--- src/rtl/core/smpq_pkg.sv ---
// Package for the stable minimum priority queue.
// Holds shared constants, codes, state type and controller/datapath bundles.
// No dependencies.
`timescale 1ns / 1ps
`default_nettype none
package smpq_pkg;
    localparam int DEPTH_DEFAULT = 16;
    localparam int TIME_W = 32;
    localparam int JOB_W = 16;
    localparam int TYPE_W = 8;
    localparam int OCC_W = 5;

    localparam logic OP_INSERT = 1'b0;
    localparam logic OP_REMOVE = 1'b1;

    typedef enum logic [1:0] {
        ERR_OK = 2'd0,
        ERR_FULL = 2'd1,
        ERR_EMPTY = 2'd2
    } err_t;

    typedef enum logic [2:0] {
        ST_IDLE,
        ST_SEARCH,
        ST_SHIFT_UP,
        ST_HEAD,
        ST_SHIFT_DOWN,
        ST_DONE
    } state_t;

    typedef struct packed {
        logic load;
        logic scan_start;
        logic up_start;
        logic up_step;
        logic up_write;
        logic head_read;
        logic down_step;
        logic count_inc;
        logic count_dec;
        logic emit;
        logic emit_removed;
        err_t err;
    } cmd_t;

    typedef struct packed {
        logic op;
        logic full;
        logic empty;
        logic up_done;
        logic down_done;
    } stat_t;
endpackage
`default_nettype wire

--- src/rtl/core/smpq_ctrl.sv ---
// Controller state machine of the stable minimum priority queue.
// Depends on smpq_pkg.
`timescale 1ns / 1ps
`default_nettype none
module smpq_ctrl (
    input  wire logic           clk,
    input  wire logic           rst_n,
    input  wire logic           start,
    output logic                busy,
    input  wire smpq_pkg::stat_t stat,
    output smpq_pkg::cmd_t      cmd
);
    smpq_pkg::state_t state_reg;
    smpq_pkg::state_t state_next;

    always_ff @(posedge clk or negedge rst_n)
    begin
        if (!rst_n)
        begin
            state_reg <= smpq_pkg::ST_IDLE;
        end
        else
        begin
            state_reg <= state_next;
        end
    end

    always_comb
    begin
        state_next = state_reg;
        cmd = '0;
        cmd.err = smpq_pkg::ERR_OK;
        busy = 1'b1;
        unique case (state_reg)
            smpq_pkg::ST_IDLE:
            begin
                busy = 1'b0;
                if (start)
                begin
                    cmd.load = 1'b1;
                    state_next = smpq_pkg::ST_SEARCH;
                end
            end
            smpq_pkg::ST_SEARCH:
            begin
                if (stat.op == smpq_pkg::OP_INSERT)
                begin
                    if (stat.full)
                    begin
                        cmd.emit = 1'b1;
                        cmd.err = smpq_pkg::ERR_FULL;
                        state_next = smpq_pkg::ST_IDLE;
                    end
                    else
                    begin
                        cmd.up_start = 1'b1;
                        state_next = smpq_pkg::ST_SHIFT_UP;
                    end
                end
                else if (stat.empty)
                begin
                    cmd.emit = 1'b1;
                    cmd.err = smpq_pkg::ERR_EMPTY;
                    state_next = smpq_pkg::ST_IDLE;
                end
                else
                begin
                    cmd.head_read = 1'b1;
                    state_next = smpq_pkg::ST_HEAD;
                end
            end
            smpq_pkg::ST_SHIFT_UP:
            begin
                if (stat.up_done)
                begin
                    cmd.up_write = 1'b1;
                    cmd.count_inc = 1'b1;
                    state_next = smpq_pkg::ST_DONE;
                end
                else
                begin
                    cmd.up_step = 1'b1;
                end
            end
            smpq_pkg::ST_HEAD:
            begin
                cmd.scan_start = 1'b1;
                state_next = smpq_pkg::ST_SHIFT_DOWN;
            end
            smpq_pkg::ST_SHIFT_DOWN:
            begin
                if (stat.down_done)
                begin
                    cmd.count_dec = 1'b1;
                    cmd.emit_removed = 1'b1;
                    state_next = smpq_pkg::ST_DONE;
                end
                else
                begin
                    cmd.down_step = 1'b1;
                end
            end
            smpq_pkg::ST_DONE:
            begin
                cmd.emit = 1'b1;
                state_next = smpq_pkg::ST_IDLE;
            end
            default:
            begin
                state_next = smpq_pkg::ST_IDLE;
            end
        endcase
    end
endmodule
`default_nettype wire

--- src/rtl/core/smpq_dp.sv ---
// Datapath of the stable minimum priority queue: entry memory, count and result registers.
// Inserts move entries up one slot per fresh read; removes move them down one per cycle.
// Depends on smpq_pkg.
`timescale 1ns / 1ps
`default_nettype none
module smpq_dp #(
    parameter int DEPTH = smpq_pkg::DEPTH_DEFAULT
) (
    input  wire logic                          clk,
    input  wire logic                          rst_n,
    input  wire logic                          operation,
    input  wire logic [smpq_pkg::TIME_W-1:0]   event_time,
    input  wire logic [smpq_pkg::JOB_W-1:0]    job_number,
    input  wire logic [smpq_pkg::TYPE_W-1:0]   event_type,
    input  wire smpq_pkg::cmd_t                cmd,
    output smpq_pkg::stat_t                    stat,
    output logic                               removed_valid,
    output logic [smpq_pkg::TIME_W-1:0]        removed_time,
    output logic [smpq_pkg::JOB_W-1:0]         removed_job,
    output logic [smpq_pkg::TYPE_W-1:0]        removed_type,
    output logic [1:0]                         error_code,
    output logic [smpq_pkg::OCC_W-1:0]         occupancy,
    output logic                               done
);
    localparam int AW = $clog2(DEPTH);
    localparam int CW = $clog2(DEPTH + 1);
    localparam int EW = smpq_pkg::TIME_W + smpq_pkg::JOB_W + smpq_pkg::TYPE_W;

    logic [EW-1:0] mem [DEPTH];

    logic [CW-1:0] count_reg;
    logic [CW-1:0] idx_reg;
    logic [CW-1:0] idx_next;
    logic          op_reg;
    logic [EW-1:0] item_reg;
    logic [EW-1:0] rd_reg;
    logic          rd_ok_reg;
    logic [EW-1:0] head_reg;
    logic          valid_reg;
    logic [EW-1:0] out_reg;
    logic [1:0]    err_reg;
    logic          done_reg;
    logic [smpq_pkg::TIME_W-1:0] rd_time;
    logic          up_done;

    assign rd_time = rd_reg[EW-1 -: smpq_pkg::TIME_W];
    // Shift up walks from the tail down; it stops once the read entry stays in place.
    assign up_done = (idx_reg == '0) || (rd_ok_reg && rd_time <= item_reg[EW-1 -: smpq_pkg::TIME_W]);

    assign stat.op = op_reg;
    assign stat.full = (count_reg == CW'(DEPTH));
    assign stat.empty = (count_reg == '0);
    assign stat.up_done = up_done && (rd_ok_reg || idx_reg == '0);
    assign stat.down_done = (idx_reg >= count_reg);

    always_comb
    begin
        idx_next = idx_reg;
        if (cmd.up_start)
        begin
            idx_next = count_reg;
        end
        else if (cmd.up_step && rd_ok_reg)
        begin
            idx_next = idx_reg - 1'b1;
        end
        else if (cmd.scan_start)
        begin
            idx_next = CW'(1);
        end
        else if (cmd.down_step)
        begin
            idx_next = idx_reg + 1'b1;
        end
    end

    always_ff @(posedge clk)
    begin
        if (cmd.up_step && rd_ok_reg)
        begin
            mem[idx_reg[AW-1:0]] <= rd_reg;
        end
        else if (cmd.up_write)
        begin
            mem[idx_reg[AW-1:0]] <= item_reg;
        end
        else if (cmd.down_step)
        begin
            mem[AW'(idx_reg - 1'b1)] <= mem[idx_reg[AW-1:0]];
        end
        if (idx_next != '0)
        begin
            rd_reg <= mem[AW'(idx_next - 1'b1)];
        end
        if (cmd.head_read)
        begin
            head_reg <= mem[0];
        end
        if (cmd.load)
        begin
            item_reg <= {event_time, job_number, event_type};
        end
        if (cmd.emit_removed)
        begin
            out_reg <= head_reg;
        end
        else if (cmd.load)
        begin
            out_reg <= '0;
        end
    end

    always_ff @(posedge clk or negedge rst_n)
    begin
        if (!rst_n)
        begin
            count_reg <= '0;
            idx_reg <= '0;
            op_reg <= 1'b0;
            rd_ok_reg <= 1'b0;
            valid_reg <= 1'b0;
            err_reg <= smpq_pkg::ERR_OK;
            done_reg <= 1'b0;
        end
        else
        begin
            idx_reg <= idx_next;
            rd_ok_reg <= (cmd.up_start || (cmd.up_step && rd_ok_reg)) ? 1'b0 : 1'b1;
            if (cmd.load)
            begin
                op_reg <= operation;
                valid_reg <= 1'b0;
            end
            if (cmd.emit_removed)
            begin
                valid_reg <= 1'b1;
            end
            if (cmd.count_inc)
            begin
                count_reg <= count_reg + 1'b1;
            end
            else if (cmd.count_dec)
            begin
                count_reg <= count_reg - 1'b1;
            end
            done_reg <= cmd.emit;
            err_reg <= cmd.err;
        end
    end

    assign done = done_reg;
    assign removed_valid = valid_reg && (err_reg == smpq_pkg::ERR_OK);
    assign removed_time = removed_valid ? out_reg[EW-1 -: smpq_pkg::TIME_W] : '0;
    assign removed_job = removed_valid ?
        out_reg[smpq_pkg::JOB_W+smpq_pkg::TYPE_W-1 -: smpq_pkg::JOB_W] : '0;
    assign removed_type = removed_valid ? out_reg[smpq_pkg::TYPE_W-1:0] : '0;
    assign error_code = err_reg;
    assign occupancy = smpq_pkg::OCC_W'(count_reg);
endmodule
`default_nettype wire

--- src/rtl/core/stable_min_priority_queue.sv ---
// Top level of the stable minimum priority queue.
// Instantiates smpq_ctrl and smpq_dp; depends on smpq_pkg.
// An item is taken when start is high and busy low; its single result appears for one
// cycle with done high and cannot be stalled by the receiver. Entries live in a
// DEPTH-entry memory kept sorted. An insert moves each displaced entry up one slot, with a
// fresh read between moves; a remove moves entries down one slot per cycle.
`timescale 1ns / 1ps
`default_nettype none
module stable_min_priority_queue #(
    parameter int DEPTH = smpq_pkg::DEPTH_DEFAULT
) (
    input  wire logic                          clk,
    input  wire logic                          rst_n,
    input  wire logic                          start,
    output logic                               busy,
    input  wire logic                          operation,
    input  wire logic [smpq_pkg::TIME_W-1:0]   event_time,
    input  wire logic [smpq_pkg::JOB_W-1:0]    job_number,
    input  wire logic [smpq_pkg::TYPE_W-1:0]   event_type,
    output logic                               done,
    output logic                               removed_valid,
    output logic [smpq_pkg::TIME_W-1:0]        removed_time,
    output logic [smpq_pkg::JOB_W-1:0]         removed_job,
    output logic [smpq_pkg::TYPE_W-1:0]        removed_type,
    output logic [1:0]                         error_code,
    output logic [smpq_pkg::OCC_W-1:0]         occupancy
);
    smpq_pkg::cmd_t  cmd;
    smpq_pkg::stat_t stat;

    smpq_ctrl u_ctrl (
        .clk   (clk),
        .rst_n (rst_n),
        .start (start),
        .busy  (busy),
        .stat  (stat),
        .cmd   (cmd)
    );

    smpq_dp #(.DEPTH(DEPTH)) u_dp (
        .clk           (clk),
        .rst_n         (rst_n),
        .operation     (operation),
        .event_time    (event_time),
        .job_number    (job_number),
        .event_type    (event_type),
        .cmd           (cmd),
        .stat          (stat),
        .removed_valid (removed_valid),
        .removed_time  (removed_time),
        .removed_job   (removed_job),
        .removed_type  (removed_type),
        .error_code    (error_code),
        .occupancy     (occupancy),
        .done          (done)
    );
endmodule
`default_nettype wire

--- config.mk ---
export PLATFORM = sky130hd
export DESIGN_NAME = stable_min_priority_queue
export DESIGN_NICKNAME = d
export VERILOG_FILES = /design/src/rtl/core/smpq_pkg.sv /design/src/rtl/core/smpq_ctrl.sv /design/src/rtl/core/smpq_dp.sv /design/src/rtl/core/stable_min_priority_queue.sv
export SDC_FILE = /design/constraint.sdc
export NUM_CORES = 2
export LEC_CHECK = 0
export BUFFER_PORTS_ARGS = -buffer_cell sky130_fd_sc_hd__buf_2
export CAP_MARGIN = 30
export CORE_MARGIN = 1
export CORE_UTILIZATION = 45
export CTS_BUF_LIST = sky130_fd_sc_hd__clkbuf_8 sky130_fd_sc_hd__clkbuf_16
export DETAILED_ROUTE_END_ITERATION = 10
export PLACE_DENSITY_LB_ADDON = 0.08
export REMOVE_ABC_BUFFERS = 1
export SYNTH_ARGS = -nofsm -noshare
export SYNTH_HDL_FRONTEND = slang
export SYNTH_SLANG_ARGS = --single-unit
--- constraint.sdc ---
create_clock -name clk -period 11.3 [get_ports clk]
set_input_delay 0 -clock clk [delete_from_list [all_inputs] [get_ports clk]]
set_output_delay 0 -clock clk [all_outputs]
set_load 0.01 [all_outputs]
### After elaboration in Yosys (flattened, before gate mapping)

Memories as Yosys holds them, arrays and structs flattened. A register that Yosys moved wholly into a read port is not among the register bits.
Index checks and enable logic that the tools add are counted.

| operators by class | value |
|---|---|
| magnitude comparators | 2 |
| muxes and demuxes | 60 |
| bitwise operators | 1 |
| $add $sub $neg | 5 |
| reduce and logical (&&, ||, !) cells | 16 |
| equal/unequal tests | 9 |

Operators by type and width:

| kind | number |
|---|---|
| $mux W56 | 4 |
| $reduce_or A56 Y1 | 1 |
| $mux W1 | 34 |
| $le A32 B32 Y1 | 1 |
| $mux W32 | 1 |
| $mux W5 | 6 |
| $mux W16 | 1 |
| $pmux W3 S5 | 1 |
| $mux W2 | 7 |
| $add A5 B1 Y5 const B | 2 |
| $logic_not A5 Y1 | 2 |
| $sub A5 B1 Y5 const B | 2 |
| $mux W3 | 3 |
| $mux W8 | 1 |
| $eq A3 B2 Y1 const B | 2 |
| $eq A3 B3 Y1 const B | 2 |
| $ne A2 B2 Y1 const B | 3 |
| $eq A5 B5 Y1 const B | 1 |
| $ge A5 B5 Y1 | 1 |
| $reduce_bool A5 Y1 | 1 |
| $logic_and A1 B1 Y1 | 4 |
| $mux W4 | 1 |
| $reduce_bool A2 Y1 | 2 |
| $sub A4 B1 Y4 const B | 1 |
| 7 further kinds | 9 |

| word-level totals | value |
|---|---|
| flip-flop bits (word level) | 131 |
| output and inout bits | 66 |
| bits of input ports | 60 |
| RAM bits | 896 |
| memories kept | 1 |

Memory list:

| name | depth | width | read ports | clocked after Yosys merged registers in | wr ports | line | RTL |
|---|---|---|---|---|---|---|---|
| u_dp.mem | 16 | 56 | 3 | 2 | 1 | smpq_dp.sv:29 | `logic [EW-1:0] mem [DEPTH];` |

### Longest topological paths before layout

| logic depth | value |
|---|---|
| depth after elaboration | 11 |
| gate-level depth with buffers | 18 |

### Hierarchy

A second synthesis with hierarchy kept.

| unflattened totals | value |
|---|---|
| cell total of the unflattened synthesis | 3222 |
| area, all modules | 54071.9 µm² |

By module, submodules not included:

| module | seq. area each (µm²) | times used | cells an instance | area each (µm²) |
|---|---|---|---|---|
| smpq_dp | 34032.6 | 1 | 3188 | 53809.1 |
| smpq_ctrl | 75.1 | 1 | 34 | 262.8 |

### Worst setup path before layout

Ideal clock, no wire load.

| timing path | value |
|---|---|
| path kind | reg-to-reg |
| start point | reg u_dp.idx_reg[1] |
| end point | mem u_dp.mem[13][0] in the netlist's numbering, enable pin |
| cell stages (with the launch flop) | 13 |
| buffers on the path | 3 |
| setup slack | 5.541 ns |
| data arrival time | 5.289 ns |
| library setup time | 0.470 ns |
| period minus slack after synthesis | 5.759 ns |
| cell sequence | dfrtp_1 > buf_1 > clkbuf_1 > clkbuf_1 > inv_1 > ha_1 > or4b_1 > nand3_1 > a311oi_2 > or2_2 > or3_1 > o21ai_0 > nor2_1 |

| between the ends | value |
|---|---|
| cells in the longest elaborated chain, start to end | 10 |
| elaborated cells between the ends (all ways) | 25 |
| those cells by class | add/sub (1); order compare (1); mux (16); bitwise (1); reduce/logical (6) |

Ends and longest elaborated chain:

| element | line | RTL |
|---|---|---|
| from (decl) | smpq_dp.sv:32 | `logic [CW-1:0] idx_reg;` |
| from (signal assigned) | smpq_dp.sv:127 | `idx_reg <= idx_next;` |
| parallel branches: the longest is 10 deep, another holds $ge A5 B5 Y1 | -- |  |
| to (decl) | smpq_dp.sv:29 |  |

Parallel ways; which one is timed is not known.

### Worst setup path after layout

| timing path | value |
|---|---|
| start point | reg u_dp.idx_reg[0] |
| end point | reg u_dp.rd_reg[52] (read register of u_dp.mem), data pin |

| between the ends | value |
|---|---|
| cells in the longest elaborated chain, start to end | 9 |
| elaborated cells between the ends (all ways) | 18 |
| those cells by class | add/sub (3); order compare (1); mux (8); reduce/logical (6) |

Ends and longest elaborated chain:

| element | line | RTL |
|---|---|---|
| parallel branches: the longest is 6 deep, another holds $ge A5 B5 Y1 | -- |  |
| $mux W5 (*) | smpq_dp.sv:63 | `else if (cmd.up_step && rd_ok_reg)` |
| $mux W5 (*) | smpq_dp.sv:59 | `if (cmd.up_start)` |
| $sub A4 B1 Y4 / $reduce_bool A5 Y1 (equally long branches) | smpq_dp.sv:93, smpq_dp.sv:91 |  |
| to (decl) | smpq_dp.sv:36 | `logic [EW-1:0] rd_reg;` |

Mark *: on every way between the ends.
A chain may end at the register's enable or synchronous reset.

==> results.sh <==
export IMPL_outcome="finished, final reports clean"
export IMPL_ant_nets=0
export IMPL_worst_setup_path_start_kind="register"
export IMPL_busiest_layer="met2"
export IMPL_cpMaxStageDelayCell="dfrtp_4"
export IMPL_rsz0062_at_grt="no"
export IMPL_top_register="u_dp.mem"
export IMPL_ys_warn_count=0
export IMPL_use_met3=0.04808
export IMPL_period_share=0.6832
export IMPL_core_area_sq_mm=0.1148
export IMPL_clockRootBuffer="clkbuf_16"
export IMPL_ys_async_sr_fraction=0.01668
export IMPL_io_buffers=125
export IMPL_worstPathCellList="inv_1 -> ha_1 -> nor2b_1 -> o21ai_0 -> o21a_4 -> buf_4 -> mux2i_1 -> or4b_1 -> o211a_4 -> inv_6 -> buf_4 -> buf_4 -> nand2_1 -> o22ai_1 -> a211oi_1 -> a31oi_1"
export IMPL_synth_edf_count=1120
export IMPL_synthCells=3481
export IMPL_met1_usage=0.4103
export IMPL_fmax_mhz=129.5
export IMPL_max_stage_delay_ps=930
export IMPL_finalWeightedCongestion=0.8524
export IMPL_largest_reg_flops=896
export IMPL_hpwl_um=90610
export IMPL_synth_ff_latch_count=1139
export IMPL_io_pins=126
export IMPL_grt_pass1_vias=34588
export IMPL_finalHoldViolCount=0
export IMPL_setup_viol=0
export IMPL_avgSynthCellArea_sq_um=15.05
export IMPL_antenna_found_initial=2
export IMPL_synthToLayoutAreaGrowth_pct=15.37
export IMPL_grt_usage=0.2864
export IMPL_viasPerCell=6.550
export IMPL_antenna_cells=0
export IMPL_drt_wl_total_um=168600
export IMPL_hp_class="input pin to register"
export IMPL_drv_cap=0
export IMPL_synth_cell_type_count=77
export IMPL_post_place_ws_ps=3664
export IMPL_ys_flop_type="edfxtp_1"
export IMPL_cts_max_level=4
export IMPL_crit_top_cell="buf_4"
export IMPL_crit_type="register to register"
export IMPL_ctsResizeCount=0
export IMPL_grt_pass1_wl_um=242100
export IMPL_period_needed_ps=7720
export IMPL_die_x_um=343.2
export IMPL_dieArea_sq_mm=0.1178
export IMPL_path_buf_inv=5
export IMPL_clk_path_buf_depth=3
export IMPL_setup_slack_ps=3580
export IMPL_cts_sinks=1139
export IMPL_cp_required_ps=11880
export IMPL_drtIter0Drc=4311
export IMPL_die_h_um=343.2
export IMPL_cts_tree="built"
export IMPL_clkLatencyLatePin_ps=740
export IMPL_syn_area_sq_mm=0.05240
export IMPL_ys_seq_area_frac=0.6509
export IMPL_max_slew_margin=0.1979
export IMPL_clk_pin_slew_worst_paths_ps=60
export IMPL_r2r_slack_ps=3580
export IMPL_drt_pre_antenna_iters=7
export IMPL_vias=34865
export IMPL_slew_violations=0
export IMPL_cp_top_family="buffers and inverters"
export IMPL_drive_gt1_frac=0.2049
export IMPL_wl_per_cell_um=31.68
export IMPL_grt_max_degree=159
export IMPL_start_util=0.4564
export IMPL_critPathMaxFanout=67
export IMPL_grt_ovfl_total=0
export IMPL_worstPathArrival_ps=8300
export IMPL_fin_cells=5323
export IMPL_rows=124
export IMPL_placed_cells=4966
export IMPL_drc=0
export IMPL_setup_tns_ps=0
export IMPL_met2_usage=0.4473
export IMPL_skew_ps=29.60
export IMPL_num_nets_final=3821
export IMPL_worst_slew_pin_slew_ps=1203
export IMPL_cts_buffers=130
export IMPL_crit_path_end_kind="register"
-- per-layer routing --
layer,wire (um),vias to the layer above
met5,0,-
met4,4857,0
met3,15800,304
met2,78060,2072
met1,69910,18053
li1,-,14436
-- cell families after synthesis --
family | synth area share
flops | 0.6509
simple gates | 0.07343
compound gates | 0.09819
mux | 0.1391
buf+inv | 0.02627
fa+ha+maj | 0.01041
xor+xnor | 0.001672
-- cells in the mapped netlist (all sizes together) (21+ instances only) --
library cell  number  area, sq um
and2             112        700.7
o21ai             69        345.3
a32oi             21        183.9
nor3              53        280.3
a2111oi           24        216.5
o221ai            34        297.8
nor2             110        420.4
a21oi            233         1181
a31oi             75        469.2
mux4             280         6306
a22oi             66        495.5
clkbuf           157        589.3
buf              116        578.1
edfxtp          1120        33630
mux2i             96        960.9
inv               52        200.2
ha                42        525.5
and3              96        600.6
nand2            400         1504
a211oi           142         1071
-- cell usage in the layout (no fill, tap or decap), drive strengths merged, types with 7 or more instances in the layout --
master and instances:
a22o 18, bufinv 11, a221o 17, a31oi 75, o22a 7, nor2 110
and2 112, a211oi 142, mux4 280, clkinv 45, nor3 53, clkbuf 141
dfrtp 19, mux2i 96, inv 82, a2111oi 24, o21ai 69, o221ai 34
ha 42, buf 264, xnor2 8, and3 96, a221oi 11, dlygate4sd3 112
a32oi 21, nand2 400, a22oi 66, nand4 11, edfxtp 1120, a21oi 233
o22ai 12
-- worst register-to-register path, stage by stage (launching register included) --
cell      delay, ps
dfrtp_4         930
inv_1           350
ha_1            380
nor2b_1          40
o21ai_0         360
o21a_4          790
buf_4           980
mux2i_1         190
or4b_1          530
o211a_4         180
inv_6           390
buf_4           500
buf_4           710
nand2_1         660
o22ai_1         350
a211oi_1         80
a31oi_1         170
-- what timing repair did --
item                                    CTS  global route
hold endpoints to repair                 77             0
buffers inserted                          0             0
endpoints found under the setup margin    0             0
hold buffers                            112             0
-- path summary, 6_finish.rpt --
kind | cells after the start | to | from
max in group asynchronous | 4 | u_dp.idx_reg[0]$_DFF_PN0_ | rst_n
min | 2 | u_dp.item_reg[35]$_DFFE_PP_ | event_time[11]
min in group asynchronous | 3 | u_dp.occupancy[0]$_DFFE_PN0P_ | rst_n
min reg2reg | 2 | u_dp.valid_reg$_DFFE_PN0P_ | u_dp.valid_reg$_DFFE_PN0P_
max | 16 | u_dp.rd_reg[52]$_DFFE_PP_ | u_dp.idx_reg[0]$_DFF_PN0_
max reg2reg | 16 | u_dp.rd_reg[52]$_DFFE_PP_ | u_dp.idx_reg[0]$_DFF_PN0_
-- final cells by class --
class | instances | area, sq um
Clock buffer | 139 | 3456
Tap cell | 1512 | 1892
Clock inverter | 86 | 660.6
Timing Repair Buffer | 378 | 2953
Sequential cell | 1139 | 34120
Multi-Input combinational cell | 2015 | 17150
Inverter | 54 | 225.2
Fill cell | 9319 | 54360
-- per-stage QoR --
stage | cell area (sq um) | util | hold slack (ps)
3_3_place_gp | 54640 | 0.4759 | -7.216
4_1_cts | 60220 | 0.5245 | 5.586
6_report | 60450 | 0.5266 | 36.08
5_1_grt | 60450 | 0.5266 | 35.87
3_5_place_dp | 54980 | 0.4789 | -13.42
2_1_floorplan | 51230 | - | -295.6
Power is left out: the tool's default activity adds up to more than one toggle a clock period on the data nets, which glitch-free logic cannot reach.
